## src/hdl/gradient_norm_clip_macros.svh

```systemverilog
// assertion macros for the gradient norm clipping block
`ifndef GRADIENT_NORM_CLIP_MACROS_SVH
`define GRADIENT_NORM_CLIP_MACROS_SVH

// condition holds at every clock edge out of reset
`define GNC_ASSERT_ALWAYS(label, cond) \
  label: assert property (@(posedge clk) disable iff (rst) (cond)) \
    else $error("gradient_norm_clip: invariant violated");

// antecedent implies consequent in the same cycle
`define GNC_ASSERT_IMPLIES(label, ante, cons) \
  label: assert property (@(posedge clk) disable iff (rst) (ante) |-> (cons)) \
    else $error("gradient_norm_clip: implication violated");

`endif

```

## src/hdl/gnc_pkg.sv

```systemverilog
// types and constants for the gradient norm clipping block
`timescale 1ns / 1ps

package gnc_pkg;

  localparam int unsigned MAX_ELEMENTS_DEF = 1024;
  localparam int unsigned NORM_W           = 21;
  localparam int unsigned MAXN_W           = 24;
  localparam int unsigned SCALE_W          = 17;
  localparam int unsigned DIV_STEPS        = 16;

  localparam logic [SCALE_W-1:0] UNITY_SCALE = 17'h10000;
  localparam logic [NORM_W-1:0]  NORM_MAX    = 21'h1FFFFF;

  // mode codes of an input item
  localparam logic MODE_MEASURE = 1'b0;
  localparam logic MODE_APPLY   = 1'b1;

  typedef struct packed {
    logic               mode;
    logic signed [15:0] value;
    logic               last;
  } in_item_t;

  typedef struct packed {
    logic signed [15:0]  value_out;
    logic [NORM_W-1:0]   norm;
    logic                clipped;
    logic                last_out;
  } out_item_t;

endpackage

```

## src/hdl/gradient_norm_clip.sv

```systemverilog
// gradient_norm_clip: two-pass l2 norm clipping of a streamed gradient vector
`timescale 1ns / 1ps
`include "gradient_norm_clip_macros.svh"

// Clips a gradient vector of signed Q3.12 elements by its L2 norm in two passes.
// In the measure pass (mode 0) each element adds its square to a saturating
// accumulator (cap MAX_ELEMENTS * 2^30); the last element of the pass yields one
// item with the floor square root norm (saturated to 21 bits) and a clip flag,
// set when norm_limit is nonzero and the norm exceeds it. The scale is then
// floor(norm_limit * 65536 / norm), else unity. In the apply pass (mode 1) every
// element yields value * scale >> 16, truncated toward zero, and the last apply
// element clears the accumulator. A measure element that is not last yields no
// item. Timing: one item at a time, in_ready is high only when the sequencer
// is idle. Apply elements and non-last measure elements pass through accept,
// multiply, and accumulate or output before the next accept. A last measure
// element passes through accept, multiply, accumulate, the square root steps,
// the clip check, the division when clipping, and output. There are RW =
// ceil(($clog2(MAX_ELEMENTS) + 31) / 2) square root steps (RW = 21 for the
// default 1024 elements); one shared compare/subtract unit runs the square
// root two bits a cycle and then the restoring division one quotient bit a
// cycle. One 17x17 multiplier serves both the squaring and the scaling. The
// result register decouples the output: a new item may be accepted while the
// previous result still waits for out_ready, but an element that yields an item
// holds in its output step while the previous result waits. The user writes
// norm_limit via cfg_we/cfg_data only while idle; the block does not enforce it.
module gradient_norm_clip
  import gnc_pkg::*;
#(
  parameter int unsigned MAX_ELEMENTS = MAX_ELEMENTS_DEF
) (
  input  logic              clk,
  input  logic              rst,
  input  logic              in_valid,
  output logic              in_ready,
  input  in_item_t          in_item,
  output logic              out_valid,
  input  logic              out_ready,
  output out_item_t         out_item,
  input  logic              cfg_we,
  input  logic [MAXN_W-1:0] cfg_data
);

  // accumulator holds up to MAX_ELEMENTS * 2^30
  localparam int unsigned SW   = $clog2(MAX_ELEMENTS) + 31;
  localparam int unsigned RW   = (SW + 1) / 2;           // root bits
  localparam int unsigned SQW  = 2 * RW;                 // radicand, padded even
  localparam int unsigned DIVW = NORM_W + 1;             // division remainder
  localparam int unsigned UW   = (RW + 2 > DIVW) ? RW + 2 : DIVW;
  localparam int unsigned NXW  = (RW > NORM_W) ? RW : NORM_W;
  localparam int unsigned NIT  = (RW > DIV_STEPS) ? RW : DIV_STEPS;
  localparam int unsigned ITW  = $clog2(NIT);

  localparam logic [SW-1:0] CAP = SW'(MAX_ELEMENTS) << 30;

  typedef enum logic [2:0] {
    S_IDLE,
    S_MUL,
    S_ACC,
    S_ROOT,
    S_CLIP,
    S_DIV,
    S_EMIT
  } state_t;

  state_t              state;

  // captured element
  logic                mode_q;
  logic                last_q;
  logic                neg_q;
  logic [16:0]         mag_q;
  logic [33:0]         prod;

  // vector state
  logic [SW-1:0]       square_sum;
  logic [NORM_W-1:0]   held_norm;
  logic [SCALE_W-1:0]  scale_factor;
  logic                clip_active;
  logic [MAXN_W-1:0]   norm_limit;

  // iteration registers of the root / divide sequencer
  logic [SQW-1:0]      rad;
  logic [UW-1:0]       rem;
  logic [RW-1:0]       root;
  logic [14:0]         quo;
  logic [ITW-1:0]      cnt;

  // combinational helpers
  logic [16:0]         mag_in;
  logic [16:0]         mul_b;
  logic [33:0]         mul_p;
  logic [SW:0]         sum_ext;
  logic [SW-1:0]       sum_new;
  logic [UW-1:0]       alu_a;
  logic [UW-1:0]       alu_b;
  logic [UW:0]         alu_diff;
  logic                alu_ge;
  logic [NXW-1:0]      root_ext;
  logic [NORM_W-1:0]   norm_sat;
  logic                clip_now;
  logic [15:0]         scaled_mag;
  logic [15:0]         apply_v;

  assign in_ready = (state == S_IDLE);

  // magnitude of a two's complement element, 0..32768
  assign mag_in = in_item.value[15] ? (17'h10000 - {1'b0, in_item.value})
                                    : {1'b0, in_item.value};

  // shared multiplier: square in measure pass, scale in apply pass
  assign mul_b = (mode_q == MODE_APPLY) ? scale_factor : mag_q;
  assign mul_p = mag_q * mul_b;

  // saturating accumulate, sum never exceeds the cap
  assign sum_ext = {1'b0, square_sum} + (SW + 1)'(prod);
  assign sum_new = (sum_ext >= {1'b0, CAP}) ? CAP : sum_ext[SW-1:0];

  // shared compare/subtract unit: square root step or division step
  always_comb begin
    if (state == S_ROOT) begin
      alu_a = UW'({rem, rad[SQW-1 -: 2]});
      alu_b = UW'({root, 2'b01});
    end else begin
      alu_a = UW'({rem, 1'b0});
      alu_b = UW'(held_norm);
    end
  end

  assign alu_diff = {1'b0, alu_a} - {1'b0, alu_b};
  assign alu_ge   = ~alu_diff[UW];

  // norm saturates to 21 bits
  assign root_ext = NXW'(root);
  assign norm_sat = (root_ext > NXW'(NORM_MAX)) ? NORM_MAX : root_ext[NORM_W-1:0];
  assign clip_now = (norm_limit != '0) && (MAXN_W'(norm_sat) > norm_limit);

  // (mag * scale) >> 16, low 16 bits, sign restored
  assign scaled_mag = prod[31:16];
  assign apply_v    = neg_q ? (16'h0 - scaled_mag) : scaled_mag;

  always_ff @(posedge clk) begin
    if (rst) begin
      state        <= S_IDLE;
      square_sum   <= '0;
      held_norm    <= '0;
      scale_factor <= UNITY_SCALE;
      clip_active  <= 1'b0;
      norm_limit   <= '0;
      out_valid    <= 1'b0;
    end else begin
      if (cfg_we) begin
        norm_limit <= cfg_data;
      end

      // result register: load on emit, clear once taken
      if (state == S_EMIT && (!out_valid || out_ready)) begin
        out_valid <= 1'b1;
      end else if (out_valid && out_ready) begin
        out_valid <= 1'b0;
      end

      unique case (state)
        S_IDLE: begin
          if (in_valid) begin
            mode_q <= in_item.mode;
            last_q <= in_item.last;
            neg_q  <= in_item.value[15];
            mag_q  <= mag_in;
            state  <= S_MUL;
          end
        end

        S_MUL: begin
          prod  <= mul_p;
          state <= (mode_q == MODE_APPLY) ? S_EMIT : S_ACC;
        end

        S_ACC: begin
          square_sum <= sum_new;
          if (last_q) begin
            // start the digit-by-digit square root, msb pair first
            rad   <= SQW'(sum_new);
            rem   <= '0;
            root  <= '0;
            cnt   <= ITW'(RW - 1);
            state <= S_ROOT;
          end else begin
            state <= S_IDLE;
          end
        end

        S_ROOT: begin
          rem  <= alu_ge ? alu_diff[UW-1:0] : alu_a;
          root <= {root[RW-2:0], alu_ge};
          rad  <= rad << 2;
          cnt  <= cnt - 1'b1;
          if (cnt == '0) begin
            state <= S_CLIP;
          end
        end

        S_CLIP: begin
          held_norm <= norm_sat;
          if (clip_now) begin
            // norm_limit < norm, so the quotient fits in 16 bits
            rem   <= UW'(norm_limit);
            quo   <= '0;
            cnt   <= ITW'(DIV_STEPS - 1);
            state <= S_DIV;
          end else begin
            clip_active  <= 1'b0;
            scale_factor <= UNITY_SCALE;
            state        <= S_EMIT;
          end
        end

        S_DIV: begin
          rem <= alu_ge ? alu_diff[UW-1:0] : alu_a;
          quo <= {quo[13:0], alu_ge};
          cnt <= cnt - 1'b1;
          if (cnt == '0) begin
            scale_factor <= {1'b0, quo, alu_ge};
            clip_active  <= 1'b1;
            state        <= S_EMIT;
          end
        end

        S_EMIT: begin
          // wait until the result register is free
          if (!out_valid || out_ready) begin
            out_item.value_out <= (mode_q == MODE_APPLY) ? apply_v : 16'sh0;
            out_item.norm      <= held_norm;
            out_item.clipped   <= clip_active;
            out_item.last_out  <= last_q;
            if (mode_q == MODE_APPLY && last_q) begin
              square_sum <= '0;
            end
            state <= S_IDLE;
          end
        end

        default: state <= S_IDLE;
      endcase
    end
  end

  // accumulator saturation bound
  `GNC_ASSERT_ALWAYS(a_sum_capped, square_sum <= CAP)
  // a latched clip always scales down, no clip means unity scale
  `GNC_ASSERT_IMPLIES(a_clip_scale, clip_active, scale_factor < UNITY_SCALE)
  `GNC_ASSERT_IMPLIES(a_unity_scale, !clip_active, scale_factor == UNITY_SCALE)

endmodule
```

## config.mk

```make
export PLATFORM = sky130hd
export DESIGN_NAME = gradient_norm_clip
export DESIGN_NICKNAME = d
export VERILOG_FILES = /design/src/hdl/gnc_pkg.sv /design/src/hdl/gradient_norm_clip.sv
export VERILOG_INCLUDE_DIRS = /design/src /design/src/hdl
export SDC_FILE = /design/constraint.sdc
export NUM_CORES = 1
export LEC_CHECK = 0
export BUFFER_PORTS_ARGS = -buffer_cell sky130_fd_sc_hd__buf_4
export CAP_MARGIN = 5
export CORE_MARGIN = 1
export CORE_UTILIZATION = 58
export CTS_CLUSTER_DIAMETER = 60
export DETAILED_ROUTE_END_ITERATION = 8
export HOLD_SLACK_MARGIN = 0.15
export PLACE_DENSITY = 0.87
export SYNTH_ARGS = -nofsm -noshare
export SYNTH_HDL_FRONTEND = slang
export SYNTH_SLANG_ARGS = --single-unit
```

## constraint.sdc

```tcl
create_clock -name clk -period 13.05 [get_ports clk]
set_clock_uncertainty 0.15 [all_clocks]
set_input_delay 3.2625 -clock clk [delete_from_list [all_inputs] [get_ports clk]]
set_output_delay 3.2625 -clock clk [all_outputs]
set_load 0.1 [all_outputs]
```

Word level (Yosys, flattened, before mapping)
Cells that the tools add are included.
{"block": "word_totals", "register_bits": 306, "latchBits": 0, "mem_bits_rw": 0, "romBits": 0, "output_inout_bits": 41, "word_cells": 110, "n_memories": 0}
{"block": "classes", "n_addsub": 5, "mul": 1, "div_mod_pow": 0, "order_cmp": 3, "eq_ne": 14, "shift": 0, "n_mux": 39, "bitwise_logic": 2, "reduce_logical": 24}
{"cell": "2-to-1 mux 41 bit", "n": 3}
{"cell": "case mux 42 bit (2 select lines)", "n": 1}
{"cell": "case mux 41 bit (2 select lines)", "n": 1}
{"cell": "2-to-1 mux 22 bit", "n": 3}
{"cell": "case mux 22 bit (3 select lines)", "n": 1}
{"cell": "2-to-1 mux 17 bit", "n": 3}
{"cell": "2-to-1 mux 23 bit", "n": 2}
{"cell": "adder 41 x 34 -> 42 bit", "n": 1}
{"cell": ">= comparator 42 x 41 -> 1 bit, second input constant", "n": 1}
{"cell": "2-to-1 mux 21 bit", "n": 2}
{"cell": "2-to-1 mux 42 bit", "n": 1}
{"cell": "case mux 21 bit (2 select lines)", "n": 1}
{"cell": "multiplier 17 x 17 -> 34 bit", "n": 1}
{"cell": "case mux 17 bit (2 select lines)", "n": 1}
{"cell": "2-to-1 mux 15 bit", "n": 2}
{"cell": "case mux 15 bit (2 select lines)", "n": 1}
{"cell": "greater-than comparator 21 x 24 -> 1 bit", "n": 1}
{"cell": "nonzero test 24 bit", "n": 1}
{"cell": "subtractor 23 x 23 -> 24 bit", "n": 1}
{"cell": "greater-than comparator 21 bit, second input constant", "n": 1}
{"cell": "case mux 3 bit (7 select lines)", "n": 1}
{"cell": "AND reduction 3 bit", "n": 6}
{"cell": "subtractor 17 x 16 -> 17 bit, first input constant", "n": 1}
{"cell": "2-to-1 mux 16 bit", "n": 1}
{"cell": "24 further kinds", "n": 50}

Longest topological paths before layout
{"block": "logic_depth", "word_depth": 6, "ltp_mapped": 26, "depth_no_buf": 24}

Worst setup path before layout
No wires, ideal clock.
{"block": "synth_timing", "path_type": "input-to-reg", "start": "input rst", "end": "register rad[0] (enable)", "t_arrival_ns": 8.016, "required_ns": 12.339, "path_slack_ns": 4.323, "cell_stages": 3, "n_path_buf": 2, "path_cell_list": "clkbuf_1 -> clkbuf_1 -> nor3_1"}
{"block": "synth_between", "elab_chain_cells": 2}
{"element": "start, declared", "line": "gradient_norm_clip.sv:32", "source": "input logic rst,"}
{"element": "inverter 1 bit (no source line)"}
{"element": "AND reduction 3 bit (no source line)"}
{"element": "end signal, assigned", "line": "gradient_norm_clip.sv:182", "source": "rad <= SQW'(sum_new);"}
{"element": "end signal, assigned", "line": "gradient_norm_clip.sv:195", "source": "rad <= rad << 2;"}
{"element": "end, declared", "line": "gradient_norm_clip.sv:82", "source": "logic [SQW-1:0] rad;"}
Every way passes these cells.
A chain may end at the register's enable or synchronous reset.

Worst setup path in the final report
{"block": "layout_timing", "start": "register mode_q", "end": "register prod[32] (data pin)"}
{"block": "layout_between", "elab_chain_cells": 2}
{"element": "start, declared", "line": "gradient_norm_clip.sv:68", "source": "logic mode_q;"}
{"element": "start signal, assigned", "line": "gradient_norm_clip.sv:165", "source": "mode_q <= in_item.mode;"}
{"element": "2-to-1 mux 17 bit", "line": "gradient_norm_clip.sv:111", "source": "assign mul_b = (mode_q == MODE_APPLY) ? scale_factor : mag_q;"}
{"element": "multiplier 17 x 17 -> 34 bit", "line": "gradient_norm_clip.sv:112", "source": "assign mul_p = mag_q * mul_b;"}
{"element": "net mul_p[32]", "line": "gradient_norm_clip.sv:91", "source": "logic [33:0] mul_p;"}
{"element": "end signal, assigned", "line": "gradient_norm_clip.sv:174", "source": "prod <= mul_p;"}
{"element": "end, declared", "line": "gradient_norm_clip.sv:72", "source": "logic [33:0] prod;"}
The timed path passes the listed nets, and every way through them passes these cells.

==> run_results.csv <==
group,metric,value,unit
placed_design,place_congestion,0.965,
synth,syn_nets,3245,
cts,cts_tree,"done",
synth,synth_area,25800,um^2
layout,stdcell_area,28000,um^2
cts,clk_pin_slew,0.06,ns
power_and_ir_drop,comb_power_share,52.9,%
setup_path,arrival,8.25,ns
min_path,holdPathStages,0,
die,die_x,213,um
global_routing,busiest_layer,"met2",
placed_design,dpl.hpwl,47500,um
min_path,hold_class,"reg -> reg",
cts,cts_hold_buf,0,
layout,final_cell_mix,"nand2_1, inv_1, fa_1, edfxtp_1, ha_1",
sta,final_max_slew_viol_count,0,
die,rows,76,
power_and_ir_drop,internal_power,2.91,mW
power_and_ir_drop,netSwitchingFraction,41.8,%
setup_path,critPathRequiredTime,13.22,ns
sta,period_needed,8.08,ns
global_routing,grt_pass1_vias,21011,
placed_design,port_buffers,87,
sta,rsz0062_at_grt,"false",
die,core,43600,um^2
sta,max_freq,124,MHz
layout,layout-drive-gt1-share,7.32,%
die,initial_core_util,59.3,%
cts,clkLatencyLatePin,0.58,ns
drt,num_vias,20412,
power_and_ir_drop,pwr-share-seq,26.3,%
cts,cts-root-buf,"clkbuf_16",
run_status,status,"finished, final reports clean",
cts,cts.sinks,306,
global_routing,gr-usage-met2,49.7,%
layout,final_common_cell,"nand2_1",
global_routing,grtUsageMet1,37.3,%
layout,final_core_util,64.3,%
setup_path,cp-start-kind,"flip-flop",
placed_design,dpl_cell_area,26800,um^2
cts,cts-buffers-inserted,35,
drt,wl_per_cell,19.0,um
global_routing,overflow,0,
power_and_ir_drop,peakVddDrop,0.000164,V
layout,fillCellCount,3417,
layout,nNetsFinal,3237,
sta,finalHoldViolCount,0,
setup_path,crit_fanout,33,
drt,first_pass_iters,6,
run,drv_cap,0,
layout,areaGrowthSynthToFinish,8.45,%
synth,synthFlopType,"edfxtp_1",
cts,clk_path_buf_depth,3,
drt,drtIter0Drc,1764,
synth,yosysWarnings,0,
global_routing,use_met3,5.29,%
synth,ys_types,76,
synth,synthesis.instances,2783,
power_and_ir_drop,clockPowerShare,20.8,%
die,ioPinCount,88,
sta,relSlewSlack,15.9,%
sta,finalWorstSetupSlack,4.97,ns
placed_design,post-place-ws,4.76,ns
sta,tightest_slew,1.26,ns
drt,route.antenna.remaining_nets,0,
layout,insertedDiodeCount,0,
cts,cts_setup_buffers,0,
sta,period_share,61.9,%
die,die_h,213,um
power_and_ir_drop,cellPowerDensity,179,nW/um^2
global_routing,grt_max_degree,85,
synth,ys_seq_elements,306,
sta,setup_violations,0,
global_routing,grt.total_usage,29.5,%
die,dieArea,45400,um^2
cts,cts_max_level,2,
synth,avgSynthCellArea,9.28,um^2
synth,ys_seq_area_share,31.4,%
setup_path,crit_type,"reg -> reg",
cts,ctsResizeCount,0,
global_routing,antenna_found_initial,0,
drt,viasPerCell,6.03,
power_and_ir_drop,switchingPower,2.09,mW
sta,setup_tns,0,ns
drt,finalWirelength,64400,um
power_and_ir_drop,leakage,12.1,nW
global_routing,grt_first_pass_wirelength,106000,um
synth,ys_async_sr_fraction,0,%
drt,drc_errors,0,
setup_path,end_kind,"flip-flop",
setup_path,r2r_cells,21,
synth,synth_edf_count,198,
[cell usage after synthesis, types with 9 or more instances]
cell        n  area share (%)
nand2_1   442             6.4
inv_1     339             4.9
fa_1      226              18
edfxtp_1  198              23
ha_1      189             9.2
a21oi_1   164             3.2
clkbuf_1  130             1.9
nor2_1    122             1.8
and2_1    121             2.9
o21ai_0   109             2.1
dfxtp_1   108             8.4
xnor2_1    73             2.5
nor2b_1    56             1.4
a21o_1     47             1.4
mux2i_1    46             1.8
o31ai_1    41             1.2
xor2_1     39             1.3
nand3_1    22            0.43
nand2b_1   20            0.48
o21a_1     20            0.58
o22ai_1    19            0.46
nor3_1     18            0.35
nand4_1    16            0.39
mux2_2     14            0.61
o211ai_1   14            0.41
buf_2      13            0.25
o21ai_1    13            0.25
o21bai_1   13            0.38
and3_1     11            0.27
a31o_2     10            0.34
or3_1      10            0.24
a31oi_1     9            0.22
[critical path: stages, from the launching register on]
cell and delay, ns:
edfxtp_1 0.89, inv_1 0.79, o21a_1 0.43, fa_1 0.54
inv_1 0.06, fa_1 0.49, fa_1 0.52, inv_1 0.05
fa_1 0.47, fa_1 0.57, inv_1 0.07, fa_1 0.54
inv_1 0.05, ha_1 0.38, a21o_1 0.19, a21oi_1 0.13
o21ai_0 0.12, or3_1 0.36, o211a_1 0.25, nor4_1 0.25
nor3_1 0.14, o311ai_0 0.40
[power by group through the flow]
stage	logic, mW	registers, mW	clock network, mW
final	2.65	1.32	1.04
after global routing	2.97	1.33	1.09
after CTS	2.61	1.31	1.05
after detailed placement	2.57	1.33	0
after global placement	2.48	1.33	0
after floorplan	2.01	1.29	0
[metal layers]
layer	vias up	wire length, um
met2	977	30900
li1	9252	-
met4	0	2620
met1	9975	25800
met5	-	0
met3	208	5100
[final cells by class]
cell class	instances	area [um^2]	share of cell area, %
timing repair buffer	106	796	2.84
tap	585	732	2.61
clock inverter	21	279	0.996
clock buffer	42	922	3.29
inverter	339	1270	4.54
multi-input combinational	1987	15900	56.8
sequential	306	8110	28.9
[state kept, by name (all words and copies together) (netlist names)]
register,flops
held_norm,21
clip_active,1
prod,34
rem,22
cnt,5
square_sum,41
mode_q,1
last_q,1
rad,42
out_valid,1
norm_limit,24
neg_q,1
quo,15
out_item,39
mag_q,17
root,21
state,3
scale_factor,17
[cell families after synthesis]
logic type / after synthesis / synth area share [%]
AOI/OAI and AO/OA: 527 / 12.9
xor gates and xnor gates: 112 / 3.80
adders and majority gates: 415 / 26.7
buffers and inverters: 490 / 7.20
DFF: 306 / 31.4
muxes: 60 / 2.39
other: 1 / 0.0145
and+or+nand+nor: 872 / 15.6
[per-stage QoR]
| step | power, mW | std cells | hold slack, ns |
|---|---|---|---|
| final | 5.01 | 3386 | 0.289 |
| after global routing | 5.38 | 3386 | 0.300 |
| after CTS | 4.97 | 3386 | 0.287 |
| after detailed placement | 3.91 | 3323 | 0.273 |
| after global placement | 3.81 | 3323 | 0.266 |
| after floorplan | 3.30 | 2783 | 0.252 |
[path summary, 6_finish.rpt]
check / startpoint / endpoint / slack [ns]
max reg2reg: mode_q / prod[32] / 4.97
min: clip_active / out_item[1] / 0.29
max: mode_q / prod[32] / 4.97
min reg2reg: clip_active / out_item[1] / 0.29
Power figures use the tool's default switching activity.
